File: config.mk
export PLATFORM = sky130hd
export DESIGN_NAME = byte_ring_buffer_search_checksum_flat
export DESIGN_NICKNAME = d
export VERILOG_FILES = /design/src/hw/rtl/brb_pkg.sv /design/src/hw/rtl/brb_if.sv /design/src/hw/rtl/brb_ram.sv /design/src/hw/rtl/byte_ring_buffer_search_checksum.sv /design/src/flat_wrapper.sv
export SDC_FILE = /design/constraint.sdc
export NUM_CORES = 2
export LEC_CHECK = 0
export ABC_AREA = 1
export BUFFER_PORTS_ARGS = -buffer_cell sky130_fd_sc_hd__buf_4
export CAP_MARGIN = 20
export CORE_MARGIN = 2
export CORE_UTILIZATION = 40
export CTS_CLUSTER_DIAMETER = 30
export DETAILED_ROUTE_END_ITERATION = 12
export GPL_TIMING_DRIVEN = 0
export PLACE_DENSITY = 0.57
export SYNTH_ARGS = -nofsm -noshare
export SYNTH_HDL_FRONTEND = slang
export SYNTH_SLANG_ARGS = --single-unit
File: constraint.sdc
create_clock -name clock -period 5.7 [get_ports clock]
set_input_delay 0.855 -clock clock [delete_from_list [all_inputs] [get_ports clock]]
set_output_delay 0.855 -clock clock [all_outputs]
set_load 0.02 [all_outputs]
File: src/hw/rtl/brb_pkg.sv
// shared constants and types of the byte ring buffer
package brb_pkg;

   localparam int DEPTH  = 256;
   localparam int ADDR_W = (DEPTH > 1) ? $clog2(DEPTH) : 1;
   localparam int CNT_W  = $clog2(DEPTH + 1);

   typedef enum logic [2:0] {
      OP_WRITE    = 3'd0,
      OP_PEEK     = 3'd1,
      OP_SEARCH   = 3'd2,
      OP_CHECKSUM = 3'd3,
      OP_DISCARD  = 3'd4
   } op_type;

   typedef enum logic [1:0] {
      ST_OK          = 2'd0,
      ST_OVERWROTE   = 2'd1,
      ST_MISS        = 2'd2,
      ST_OVERDISCARD = 2'd3
   } status_type;

   typedef enum logic [2:0] {
      S_IDLE,
      S_DISPATCH,
      S_READ,
      S_ACC,
      S_DONE
   } state_type;

endpackage

File: src/hw/rtl/brb_if.sv
// request and response channel interfaces of the byte ring buffer
interface brb_req_if;
   logic        valid;
   logic        ready;
   logic [2:0]  op;
   logic [7:0]  byte_value;
   logic [15:0] start_offset;
   logic [15:0] end_offset;
   logic [15:0] discard_count;

   modport source (output valid, op, byte_value, start_offset, end_offset, discard_count,
                   input ready);
   modport sink   (input valid, op, byte_value, start_offset, end_offset, discard_count,
                   output ready);
endinterface

interface brb_rsp_if;
   logic        valid;
   logic        ready;
   logic [1:0]  status;
   logic [7:0]  read_byte;
   logic [15:0] found_offset;
   logic [7:0]  sum_byte;
   logic [8:0]  fill_count;

   modport source (output valid, status, read_byte, found_offset, sum_byte, fill_count,
                   input ready);
   modport sink   (input valid, status, read_byte, found_offset, sum_byte, fill_count,
                   output ready);
endinterface

File: src/hw/rtl/brb_ram.sv
// generic single write port, single read port ram with registered read
module brb_ram #(
   parameter int WIDTH = 8,
   parameter int DEPTH = 256
) (
   input  logic                                    clock,
   input  logic                                    wr_en,
   input  logic [((DEPTH > 1) ? $clog2(DEPTH) : 1)-1:0] wr_addr,
   input  logic [WIDTH-1:0]                        wr_data,
   input  logic                                    rd_en,
   input  logic [((DEPTH > 1) ? $clog2(DEPTH) : 1)-1:0] rd_addr,
   output logic [WIDTH-1:0]                        rd_data
);

   logic [WIDTH-1:0] mem_ff [DEPTH];
   logic [WIDTH-1:0] rd_data_ff;

   always_ff @(posedge clock) begin
      if (wr_en) begin
         mem_ff[wr_addr] <= wr_data;
      end
      if (rd_en) begin
         rd_data_ff <= mem_ff[rd_addr];
      end
   end

   assign rd_data = rd_data_ff;

endmodule

File: src/hw/rtl/byte_ring_buffer_search_checksum.sv
// byte ring buffer with overwrite, peek, search, checksum and discard
//
// req carries one operation per beat, rsp returns exactly one result beat
// per operation. req.ready is high only while the sequencer is idle; one
// operation is worked at a time.
// a beat is taken into a holding register and dispatched in the next cycle;
// its result is held in the result registers and loaded into the rsp output
// register from the done state once that register is free. write, discard,
// unused codes and out-of-range requests go from dispatch straight to done.
// peek, search and checksum scan the store through the single ram read port,
// with a read state and an accumulate state per byte examined, up to DEPTH
// bytes; a search stops at its first match.
// the position adder (add with wrap at DEPTH) is shared by every pointer
// advance and by the scan address step.
// while a result waits in the rsp register the block takes the next beat and
// works it; it holds before loading the following result until the waiting
// beat is taken.
// reset empties the buffer (head, tail, fill all zero) and drops any pending
// result; store contents are not cleared.
module byte_ring_buffer_search_checksum
   import brb_pkg::*;
(
   input logic   clock,
   input logic   reset,
   brb_req_if.sink   req,
   brb_rsp_if.source rsp
);

   localparam logic [ADDR_W:0] DEPTH_A = (ADDR_W + 1)'(DEPTH);
   localparam logic [16:0]     DEPTH_L = 17'(DEPTH);

   state_type         state_ff, state_in;
   op_type            op_ff;
   logic [7:0]        val_ff;
   logic [15:0]       start_ff, end_ff, dcount_ff;
   logic [ADDR_W-1:0] head_ff, head_in, tail_ff, tail_in, pos_ff, pos_in;
   logic [CNT_W-1:0]  held_ff, held_in, idx_ff, idx_in, limit_ff, limit_in;
   logic [7:0]        acc_ff, acc_in, res_byte_ff, res_byte_in;
   logic [15:0]       res_found_ff, res_found_in;
   status_type        res_status_ff, res_status_in;

   logic              rsp_valid_ff;
   logic [1:0]        rsp_status_ff;
   logic [7:0]        rsp_byte_ff, rsp_sum_ff;
   logic [15:0]       rsp_found_ff;
   logic [8:0]        rsp_fill_ff;

   logic [ADDR_W-1:0] unit_a, unit_y;
   logic [ADDR_W:0]   unit_b, unit_sum;

   logic              ram_wr_en, ram_rd_en;
   logic [7:0]        ram_rd_data;

   logic [15:0]       held16;
   logic              start_miss, cks_bad, scan_end, hit, out_free, load_rsp;

   // shared position adder with wrap
   assign unit_sum = {1'b0, unit_a} + unit_b;
   assign unit_y   = (unit_sum >= DEPTH_A) ? ADDR_W'(unit_sum - DEPTH_A) : ADDR_W'(unit_sum);

   assign held16     = 16'(held_ff);
   assign start_miss = start_ff >= held16;
   assign cks_bad    = start_miss || (end_ff > held16) || (start_ff > end_ff);
   assign scan_end   = idx_ff == limit_ff;
   assign hit        = ram_rd_data == val_ff;
   assign out_free   = !rsp_valid_ff || rsp.ready;
   assign load_rsp   = (state_ff == S_DONE) && out_free;

   assign req.ready = state_ff == S_IDLE;

   brb_ram #(.WIDTH(8), .DEPTH(DEPTH)) u_store (
      .clock   (clock),
      .wr_en   (ram_wr_en),
      .wr_addr (tail_ff),
      .wr_data (val_ff),
      .rd_en   (ram_rd_en),
      .rd_addr (pos_ff),
      .rd_data (ram_rd_data)
   );

   // next state
   always_comb begin
      state_in = state_ff;
      case (state_ff)
         S_IDLE: begin
            if (req.valid) begin
               state_in = S_DISPATCH;
            end
         end
         S_DISPATCH: begin
            case (op_ff)
               OP_PEEK, OP_SEARCH: state_in = start_miss ? S_DONE : S_READ;
               OP_CHECKSUM:        state_in = cks_bad ? S_DONE : S_READ;
               default:            state_in = S_DONE;
            endcase
         end
         S_READ: begin
            state_in = scan_end ? S_DONE : S_ACC;
         end
         S_ACC: begin
            if (op_ff == OP_PEEK || (op_ff == OP_SEARCH && hit)) begin
               state_in = S_DONE;
            end else begin
               state_in = S_READ;
            end
         end
         S_DONE: begin
            if (out_free) begin
               state_in = S_IDLE;
            end
         end
         default: state_in = S_IDLE;
      endcase
   end

   // datapath control
   always_comb begin
      head_in       = head_ff;
      tail_in       = tail_ff;
      held_in       = held_ff;
      pos_in        = pos_ff;
      idx_in        = idx_ff;
      limit_in      = limit_ff;
      acc_in        = acc_ff;
      res_byte_in   = res_byte_ff;
      res_found_in  = res_found_ff;
      res_status_in = res_status_ff;
      unit_a        = pos_ff;
      unit_b        = (ADDR_W + 1)'(1);
      ram_wr_en     = 1'b0;
      ram_rd_en     = 1'b0;
      case (state_ff)
         S_DISPATCH: begin
            acc_in        = 8'd0;
            res_byte_in   = 8'd0;
            res_found_in  = 16'd0;
            res_status_in = ST_OK;
            unit_a        = head_ff;
            unit_b        = (ADDR_W + 1)'(start_ff);
            pos_in        = unit_y;
            idx_in        = CNT_W'(start_ff);
            case (op_ff)
               OP_WRITE: begin
                  ram_wr_en = 1'b1;
                  unit_a    = tail_ff;
                  unit_b    = (ADDR_W + 1)'(1);
                  tail_in   = unit_y;
                  if (held_ff == CNT_W'(DEPTH)) begin
                     head_in       = unit_y;
                     res_status_in = ST_OVERWROTE;
                  end else begin
                     held_in = held_ff + CNT_W'(1);
                  end
               end
               OP_PEEK: begin
                  limit_in = CNT_W'(start_ff) + CNT_W'(1);
                  if (start_miss) begin
                     res_status_in = ST_MISS;
                  end
               end
               OP_SEARCH: begin
                  limit_in = held_ff;
                  if (start_miss) begin
                     res_status_in = ST_MISS;
                  end
               end
               OP_CHECKSUM: begin
                  limit_in = CNT_W'(end_ff);
                  if (cks_bad) begin
                     res_status_in = ST_MISS;
                  end
               end
               OP_DISCARD: begin
                  unit_b = (ADDR_W + 1)'(dcount_ff);
                  if ({1'b0, dcount_ff} > DEPTH_L) begin
                     res_status_in = ST_OVERDISCARD;
                  end
                  if (held_ff != '0) begin
                     if (dcount_ff >= held16) begin
                        head_in = '0;
                        tail_in = '0;
                        held_in = '0;
                     end else begin
                        head_in = unit_y;
                        held_in = held_ff - CNT_W'(dcount_ff);
                     end
                  end
               end
               default: begin
               end
            endcase
         end
         S_READ: begin
            if (scan_end) begin
               if (op_ff == OP_SEARCH) begin
                  res_status_in = ST_MISS;
               end
            end else begin
               ram_rd_en = 1'b1;
            end
         end
         S_ACC: begin
            idx_in = idx_ff + CNT_W'(1);
            pos_in = unit_y;
            case (op_ff)
               OP_PEEK:     res_byte_in = ram_rd_data;
               OP_SEARCH: begin
                  if (hit) begin
                     res_found_in = 16'(idx_ff);
                  end
               end
               OP_CHECKSUM: acc_in = acc_ff + ram_rd_data;
               default: begin
               end
            endcase
         end
         default: begin
         end
      endcase
   end

   always_ff @(posedge clock) begin
      if (reset) begin
         state_ff     <= S_IDLE;
         head_ff      <= '0;
         tail_ff      <= '0;
         held_ff      <= '0;
         rsp_valid_ff <= 1'b0;
      end else begin
         state_ff <= state_in;
         head_ff  <= head_in;
         tail_ff  <= tail_in;
         held_ff  <= held_in;
         if (load_rsp) begin
            rsp_valid_ff <= 1'b1;
         end else if (rsp.ready) begin
            rsp_valid_ff <= 1'b0;
         end
      end
   end

   always_ff @(posedge clock) begin
      if (req.valid && req.ready) begin
         op_ff     <= op_type'(req.op);
         val_ff    <= req.byte_value;
         start_ff  <= req.start_offset;
         end_ff    <= req.end_offset;
         dcount_ff <= req.discard_count;
      end
      pos_ff        <= pos_in;
      idx_ff        <= idx_in;
      limit_ff      <= limit_in;
      acc_ff        <= acc_in;
      res_byte_ff   <= res_byte_in;
      res_found_ff  <= res_found_in;
      res_status_ff <= res_status_in;
      if (load_rsp) begin
         rsp_status_ff <= res_status_ff;
         rsp_byte_ff   <= res_byte_ff;
         rsp_found_ff  <= res_found_ff;
         rsp_sum_ff    <= acc_ff;
         rsp_fill_ff   <= 9'(held_ff);
      end
   end

   assign rsp.valid        = rsp_valid_ff;
   assign rsp.status       = rsp_status_ff;
   assign rsp.read_byte    = rsp_byte_ff;
   assign rsp.found_offset = rsp_found_ff;
   assign rsp.sum_byte     = rsp_sum_ff;
   assign rsp.fill_count   = rsp_fill_ff;

endmodule

File: src/flat_wrapper.sv
// flat-port wrapper written by rule: the top's interface ports become plain ports
module byte_ring_buffer_search_checksum_flat import brb_pkg::*;
  (clock, reset, req_valid, req_op, req_byte_value, req_start_offset, req_end_offset, req_discard_count, req_ready, rsp_valid, rsp_status, rsp_read_byte, rsp_found_offset, rsp_sum_byte, rsp_fill_count, rsp_ready);
  brb_req_if req_i ();
  brb_rsp_if rsp_i ();
  input logic clock;
  input logic reset;
  input wire logic [$bits(req_i.valid)-1:0] req_valid;
  input wire logic [$bits(req_i.op)-1:0] req_op;
  input wire logic [$bits(req_i.byte_value)-1:0] req_byte_value;
  input wire logic [$bits(req_i.start_offset)-1:0] req_start_offset;
  input wire logic [$bits(req_i.end_offset)-1:0] req_end_offset;
  input wire logic [$bits(req_i.discard_count)-1:0] req_discard_count;
  output wire logic [$bits(req_i.ready)-1:0] req_ready;
  output wire logic [$bits(rsp_i.valid)-1:0] rsp_valid;
  output wire logic [$bits(rsp_i.status)-1:0] rsp_status;
  output wire logic [$bits(rsp_i.read_byte)-1:0] rsp_read_byte;
  output wire logic [$bits(rsp_i.found_offset)-1:0] rsp_found_offset;
  output wire logic [$bits(rsp_i.sum_byte)-1:0] rsp_sum_byte;
  output wire logic [$bits(rsp_i.fill_count)-1:0] rsp_fill_count;
  input wire logic [$bits(rsp_i.ready)-1:0] rsp_ready;
  assign req_i.valid = req_valid;
  assign req_i.op = req_op;
  assign req_i.byte_value = req_byte_value;
  assign req_i.start_offset = req_start_offset;
  assign req_i.end_offset = req_end_offset;
  assign req_i.discard_count = req_discard_count;
  assign req_ready = req_i.ready;
  assign rsp_valid = rsp_i.valid;
  assign rsp_status = rsp_i.status;
  assign rsp_read_byte = rsp_i.read_byte;
  assign rsp_found_offset = rsp_i.found_offset;
  assign rsp_sum_byte = rsp_i.sum_byte;
  assign rsp_fill_count = rsp_i.fill_count;
  assign rsp_i.ready = rsp_ready;
  byte_ring_buffer_search_checksum u_core (.clock(clock), .reset(reset), .req(req_i), .rsp(rsp_i));
endmodule
# After elaboration in Yosys (flattened, before gate mapping)
# Memory sizes are Yosys's and may differ from the RTL's. A register that Yosys moved wholly into a read port is not among the register bits.
# Cells that the tools add are included.
# word_totals
reg_bits	191
mem_bits_rw	2048
in_bits	63
out_inout_bits	45
elab_cells	135
mem_count	1
# classes
add_sub_neg	7
n_lt_le_gt_ge	6
n_eq_ne	23
mux	49
n_reduce_logical	27
# memory_table
memory	depth	width	rd	rd_ports_with_merged_regs	wr	line	source
u_core.u_store.mem_ff	256	8	1	1	1	brb_ram.sv:15	logic [WIDTH-1:0] mem_ff [DEPTH];
# ops
operator	n
8-bit 2-to-1 mux	10
8-bit one-hot mux with 2 select lines	4
9-bit one-hot mux with 2 select lines	3
9-bit 2-to-1 mux	4
16-bit by 9-bit >= comparator with 1-bit output	2
16-bit 2-to-1 mux	2
16-bit one-hot mux with 2 select lines	1
9-bit by 1-bit adder with 9-bit output (second input constant)	3
9-bit one-hot mux with 3 select lines	1
3-bit 2-to-1 mux	6
2-bit by 1-bit inequality test with 1-bit output (second input constant)	9
16-bit greater-than comparator	1
16-bit by 9-bit greater-than comparator with 1-bit output	1
16-bit by 9-bit greater-than comparator with 1-bit output (second input constant)	1
3-bit one-hot mux with 5 select lines	1
3-bit by 2-bit equality test with 1-bit output (second input constant)	4
4-bit AND reduction	3
2-bit 2-to-1 mux	5
8-bit by 9-bit adder with 9-bit output	1
9-bit equality test	1
9-bit equality test (second input constant)	1
9-bit >= comparator (second input constant)	1
1-bit 2-to-1 mux	9
9-bit nonzero test	1
19 further kinds	37

# Depth between registers and ports, before layout
# logic_depth
word_depth	9
ltp_mapped	17
ltp_nobuf	17

# By module
# A second synthesis with hierarchy kept.
# unflattened
cells_unflattened	7931
area_unflattened_um2	92723.9
# modules_own_cells
module	n_inst	cells_each	area_per_inst_um2	seq_area_each_um2
brb_ram	1	7003	83476.3	61739.2
byte_ring_buffer_search_checksum	1	928	9247.6	5024.8

# Worst setup path before layout
# OpenSTA, ideal clock, no wires.
# synth_path
path_kind	register to register
start	register u_core.val_ff[5]
end	register u_core.res_found_ff[0] (enable)
setup_time_ns	0.378
arrival_ns	4.520
t_required_ns	5.322
setup_slack_ns	0.802
stages_incl_launch_ff	6
path_buffers	0
synth_period_minus_slack_ns	4.898
path_cell_list	edfxtp_1 > or2_2 > nand4_1 > a211oi_1 > nand2_1 > a21oi_1
# synth_between
elab_chain_len	3
# synth_rtl
item	line	source
start: declaration	byte_ring_buffer_search_checksum.sv:34	logic [7:0] val_ff;
start signal: assignment	byte_ring_buffer_search_checksum.sv:245	val_ff <= req.byte_value;
8-bit equality test	byte_ring_buffer_search_checksum.sv:65	assign hit = ram_rd_data == val_ff;
2-bit by 1-bit inequality test with 1-bit output (no source line)	-	
3-bit AND reduction (no source line)	-	
end signal: assignment	byte_ring_buffer_search_checksum.sv:255	res_found_ff <= res_found_in;
end: declaration	byte_ring_buffer_search_checksum.sv:39	logic [15:0] res_found_ff, res_found_in;
# No other way between the ends.
# A chain may end at the register's enable or synchronous reset.

==> impl_metrics.env <==
export IMPL_status="completed"
export IMPL_post_cts_hold_buffer_count=0
export IMPL_power_leakage_nw=40.8
export IMPL_fp_dieH_um=482
export IMPL_cts_root_buf="clkbuf_16"
export IMPL_cts_max_level=5
export IMPL_cp_data_required_time_ns=6.41
export IMPL_yosys_warnings=0
export IMPL_wirelength_um=387000
export IMPL_nNetsFinal=8487
export IMPL_path_cells="buf_2, inv_2, buf_4, clkbuf_1, nand3_1, nand3_1, nand3_1, nand3_1, nand3_1, nand3_1, nand2_1, nand2_1, nand2_1"
export IMPL_numCtsBuffers=469
export IMPL_finalCritPeriodShare=0.806
export IMPL_drive_gt1_frac=0.144
export IMPL_grt_pass1_vias=65200
export IMPL_setup_slack_ns=1.11
export IMPL_hp_class="in -> reg"
export IMPL_drt_iter0_drc=12400
export IMPL_antenna_found_initial=26
export IMPL_synth_top_cell_by_area="edfxtp_1"
export IMPL_setup_tns_ns=0
export IMPL_synth_edf_count=2204
export IMPL_synth_cell_area_mm2=0.0914
export IMPL_grt_overflow=0
export IMPL_synth_top_cell_area_share=0.724
export IMPL_regArea_mm2=0.0668
export IMPL_max_freq_ghz=0.218
export IMPL_fillerInstances=19600
export IMPL_core_area_mm2=0.227
export IMPL_post_drt_wl_per_cell_um=32.9
export IMPL_clk_latency_ns=1.04
export IMPL_ir_drop_v=0.000305
export IMPL_synth_seq_cells=2233
export IMPL_finalSetupViolCount=0
export IMPL_io_pins=108
export IMPL_fp_dieW_um=482
export IMPL_critPathSlowestCell="clkbuf_1"
export IMPL_max_slew_margin=0.147
export IMPL_ys_top_cells_by_area="edfxtp_1 72%, nand3_1 5.9%, nand2_1 5.0%"
export IMPL_layout_cells_non_filler=11800
export IMPL_place_ws_ns=1.33
export IMPL_grt_pass1_wl_um=518000
export IMPL_postCtsResizedCells=0
export IMPL_hold_violations=0
export IMPL_cts_clk_slew_worst_paths_ns=0.05
export IMPL_slowest_delay_ns=0.93
export IMPL_yosysUniqueCellTypes=42
export IMPL_final_common_cell="edfxtp_1"
export IMPL_met3_usage=0.132
export IMPL_cts_tree="done"
export IMPL_layout_common_cells="2204 x edfxtp_1, 1207 x nand2_1, 1069 x nand3_1"
export IMPL_maxCapViolations=0
export IMPL_clkSinkCount=2233
export IMPL_route_detailed_drc=0
export IMPL_initial_core_util=0.402
export IMPL_finalClockSkew_ns=0.0834
export IMPL_io_buffer_count=100
export IMPL_placed_cells=10900
export IMPL_grt_setup_unrepaired="false"
export IMPL_p_per_area_mw_per_mm2=454
export IMPL_end_kind="flop"
export IMPL_drt_pass1_iterations=7
export IMPL_multiInputGateArea_mm2=0.0217
export IMPL_vias_per_cell=6.02
export IMPL_die_area_mm2=0.232
export IMPL_async_reset_ff_frac=0
export IMPL_finalMaxSlewViolations=0
export IMPL_areaGrowthSynthToFinish_pct=26.8
export IMPL_busiest_layer="met2"
export IMPL_cts_buffer_depth=4
export IMPL_post_route_min_period_ns=4.59
export IMPL_cp_start_kind="flop"
export IMPL_worstMarginPinSlew_ns=1.28
export IMPL_synth_ff_type="edfxtp_1"
export IMPL_cpMostUsedCell="nand3_1"
export IMPL_place_hpwl_um=279000
export IMPL_path_buf_inv=4
export IMPL_gp_congestion=1.07
export IMPL_postSynthAreaPerCell_um2=12.1
export IMPL_postCtsSetupBuffers=0
export IMPL_grt_max_degree=33
export IMPL_ys_seq_area_frac=0.731
export IMPL_met2_usage=0.463
export IMPL_met1_usage=0.421
export IMPL_crit_type="reg -> reg"
export IMPL_postLayoutCoreUtil=0.510
export IMPL_crit_family="buffers and inverters"
export IMPL_whs_ns=0.0656
export IMPL_row_count=175
export IMPL_path_max_fanout=10
export IMPL_detail_route_antenna_nets=0
export IMPL_track_usage=0.324
export IMPL_synthesis_instances=7578
export IMPL_crit_arrival_ns=5.30
export IMPL_via_count=70800
[final timing paths]
check             slack, ns                                   end                                 start  cells past startpoint
setup / recovery       1.11   u_core.u_store.rd_data[4]$_DFFE_PP_            u_core.pos_ff[1]$_DFFE_PP_                     13
hold / removal         0.07          u_core.start_ff[5]$_DFFE_PP_                   req_start_offset[5]                      1
setup reg to reg       1.11   u_core.u_store.rd_data[4]$_DFFE_PP_            u_core.pos_ff[1]$_DFFE_PP_                     13
hold reg to reg        0.38  u_core.rsp.found_offset[0]$_DFFE_PP_  u_core.res_found_ff[0]$_SDFFCE_PP0P_                      0
[synthesized netlist by cell type, drive strengths merged, types with 5 or more instances]
| master | n |
|---|---|
| edfxtp | 2204 |
| nor2 | 962 |
| nor3 | 15 |
| dfxtp | 29 |
| nand2 | 1208 |
| clkinv | 5 |
| nor4 | 8 |
| ha | 69 |
| o221ai | 7 |
| o21ai | 727 |
| or2 | 9 |
| a21oi | 168 |
| buf | 225 |
| nand3 | 1069 |
| xnor2 | 5 |
| inv | 213 |
| o22ai | 318 |
| clkbuf | 279 |
| xor2 | 21 |
| nand4 | 14 |
[through the flow]
| step | cell area [um2] | total power (W) |
|---|---|---|
| 2_1_floorplan | 91400 | 0.0216 |
| 3_3_place_gp | 95900 | 0.0246 |
| 3_5_place_dp | 99600 | 0.0249 |
| 4_1_cts | 116000 | 0.0522 |
| 5_1_grt | 116000 | 0.0535 |
| 6_report | 116000 | 0.0526 |
[flip-flops by register name, indices dropped and copies added, names as in the netlist, 3 cells and up]
signal,flops
u_core.u_store.mem_ff,2048
u_core.rsp.read_byte,8
u_core.rsp.fill_count,9
u_core.rsp.sum_byte,8
u_core.res_byte_ff,8
u_core.head_ff,8
u_core.state_ff,3
u_core.val_ff,8
u_core.limit_ff,9
u_core.end_ff,16
u_core.idx_ff,9
u_core.acc_ff,8
u_core.tail_ff,8
u_core.rsp.found_offset,9
u_core.u_store.rd_data,8
u_core.held_ff,9
u_core.res_found_ff,9
u_core.start_ff,16
u_core.pos_ff,8
u_core.dcount_ff,16
u_core.op_ff,3
[routing by layer]
metal,share of wire,vias up
li1,-,29200
met1,0.37,35000
met2,0.42,5574
met3,0.15,1073
met4,0.060,20
met5,0.00088,-
[worst reg2reg max path, stage by stage, from the launching register on]
cell and delay, ns:
edfxtp_1 0.34, buf_2 0.32, inv_2 0.49, buf_4 0.46
clkbuf_1 0.93, nand3_1 0.17, nand3_1 0.17, nand3_1 0.18
nand3_1 0.43, nand3_1 0.14, nand3_1 0.37, nand2_1 0.10
nand2_1 0.07, nand2_1 0.15
[where the power goes]
part	total (W)	internal, W	switching [W]	leakage (nW)
logic	0.00655	0.00154	0.00500	13.0
clock network	0.0276	0.0186	0.00907	7.69
registers	0.0184	0.0183	0.0000980	20.1
[logic make-up after synthesis]
kind of cell,share of synthesized area
AOI/OAI and AO/OA,0.0729
xor gates and xnor gates,0.00249
adders and majority gates,0.0101
buffers and inverters,0.0326
DFF,0.731
other,0.0000410
and+or+nand+nor,0.151
[layout make-up]
cell class / count / area share
clock buffer: 520 / 0.104
clock inverter: 337 / 0.0344
timing repair buffer: 297 / 0.0394
sequential: 2233 / 0.576
buffer: 504 / 0.0187
multi-input combinational: 4629 / 0.187
antenna: 14 / 0.000302
tap: 3009 / 0.0325
inverter: 218 / 0.00706
Note: power is estimated with default switching activity, not from simulation.
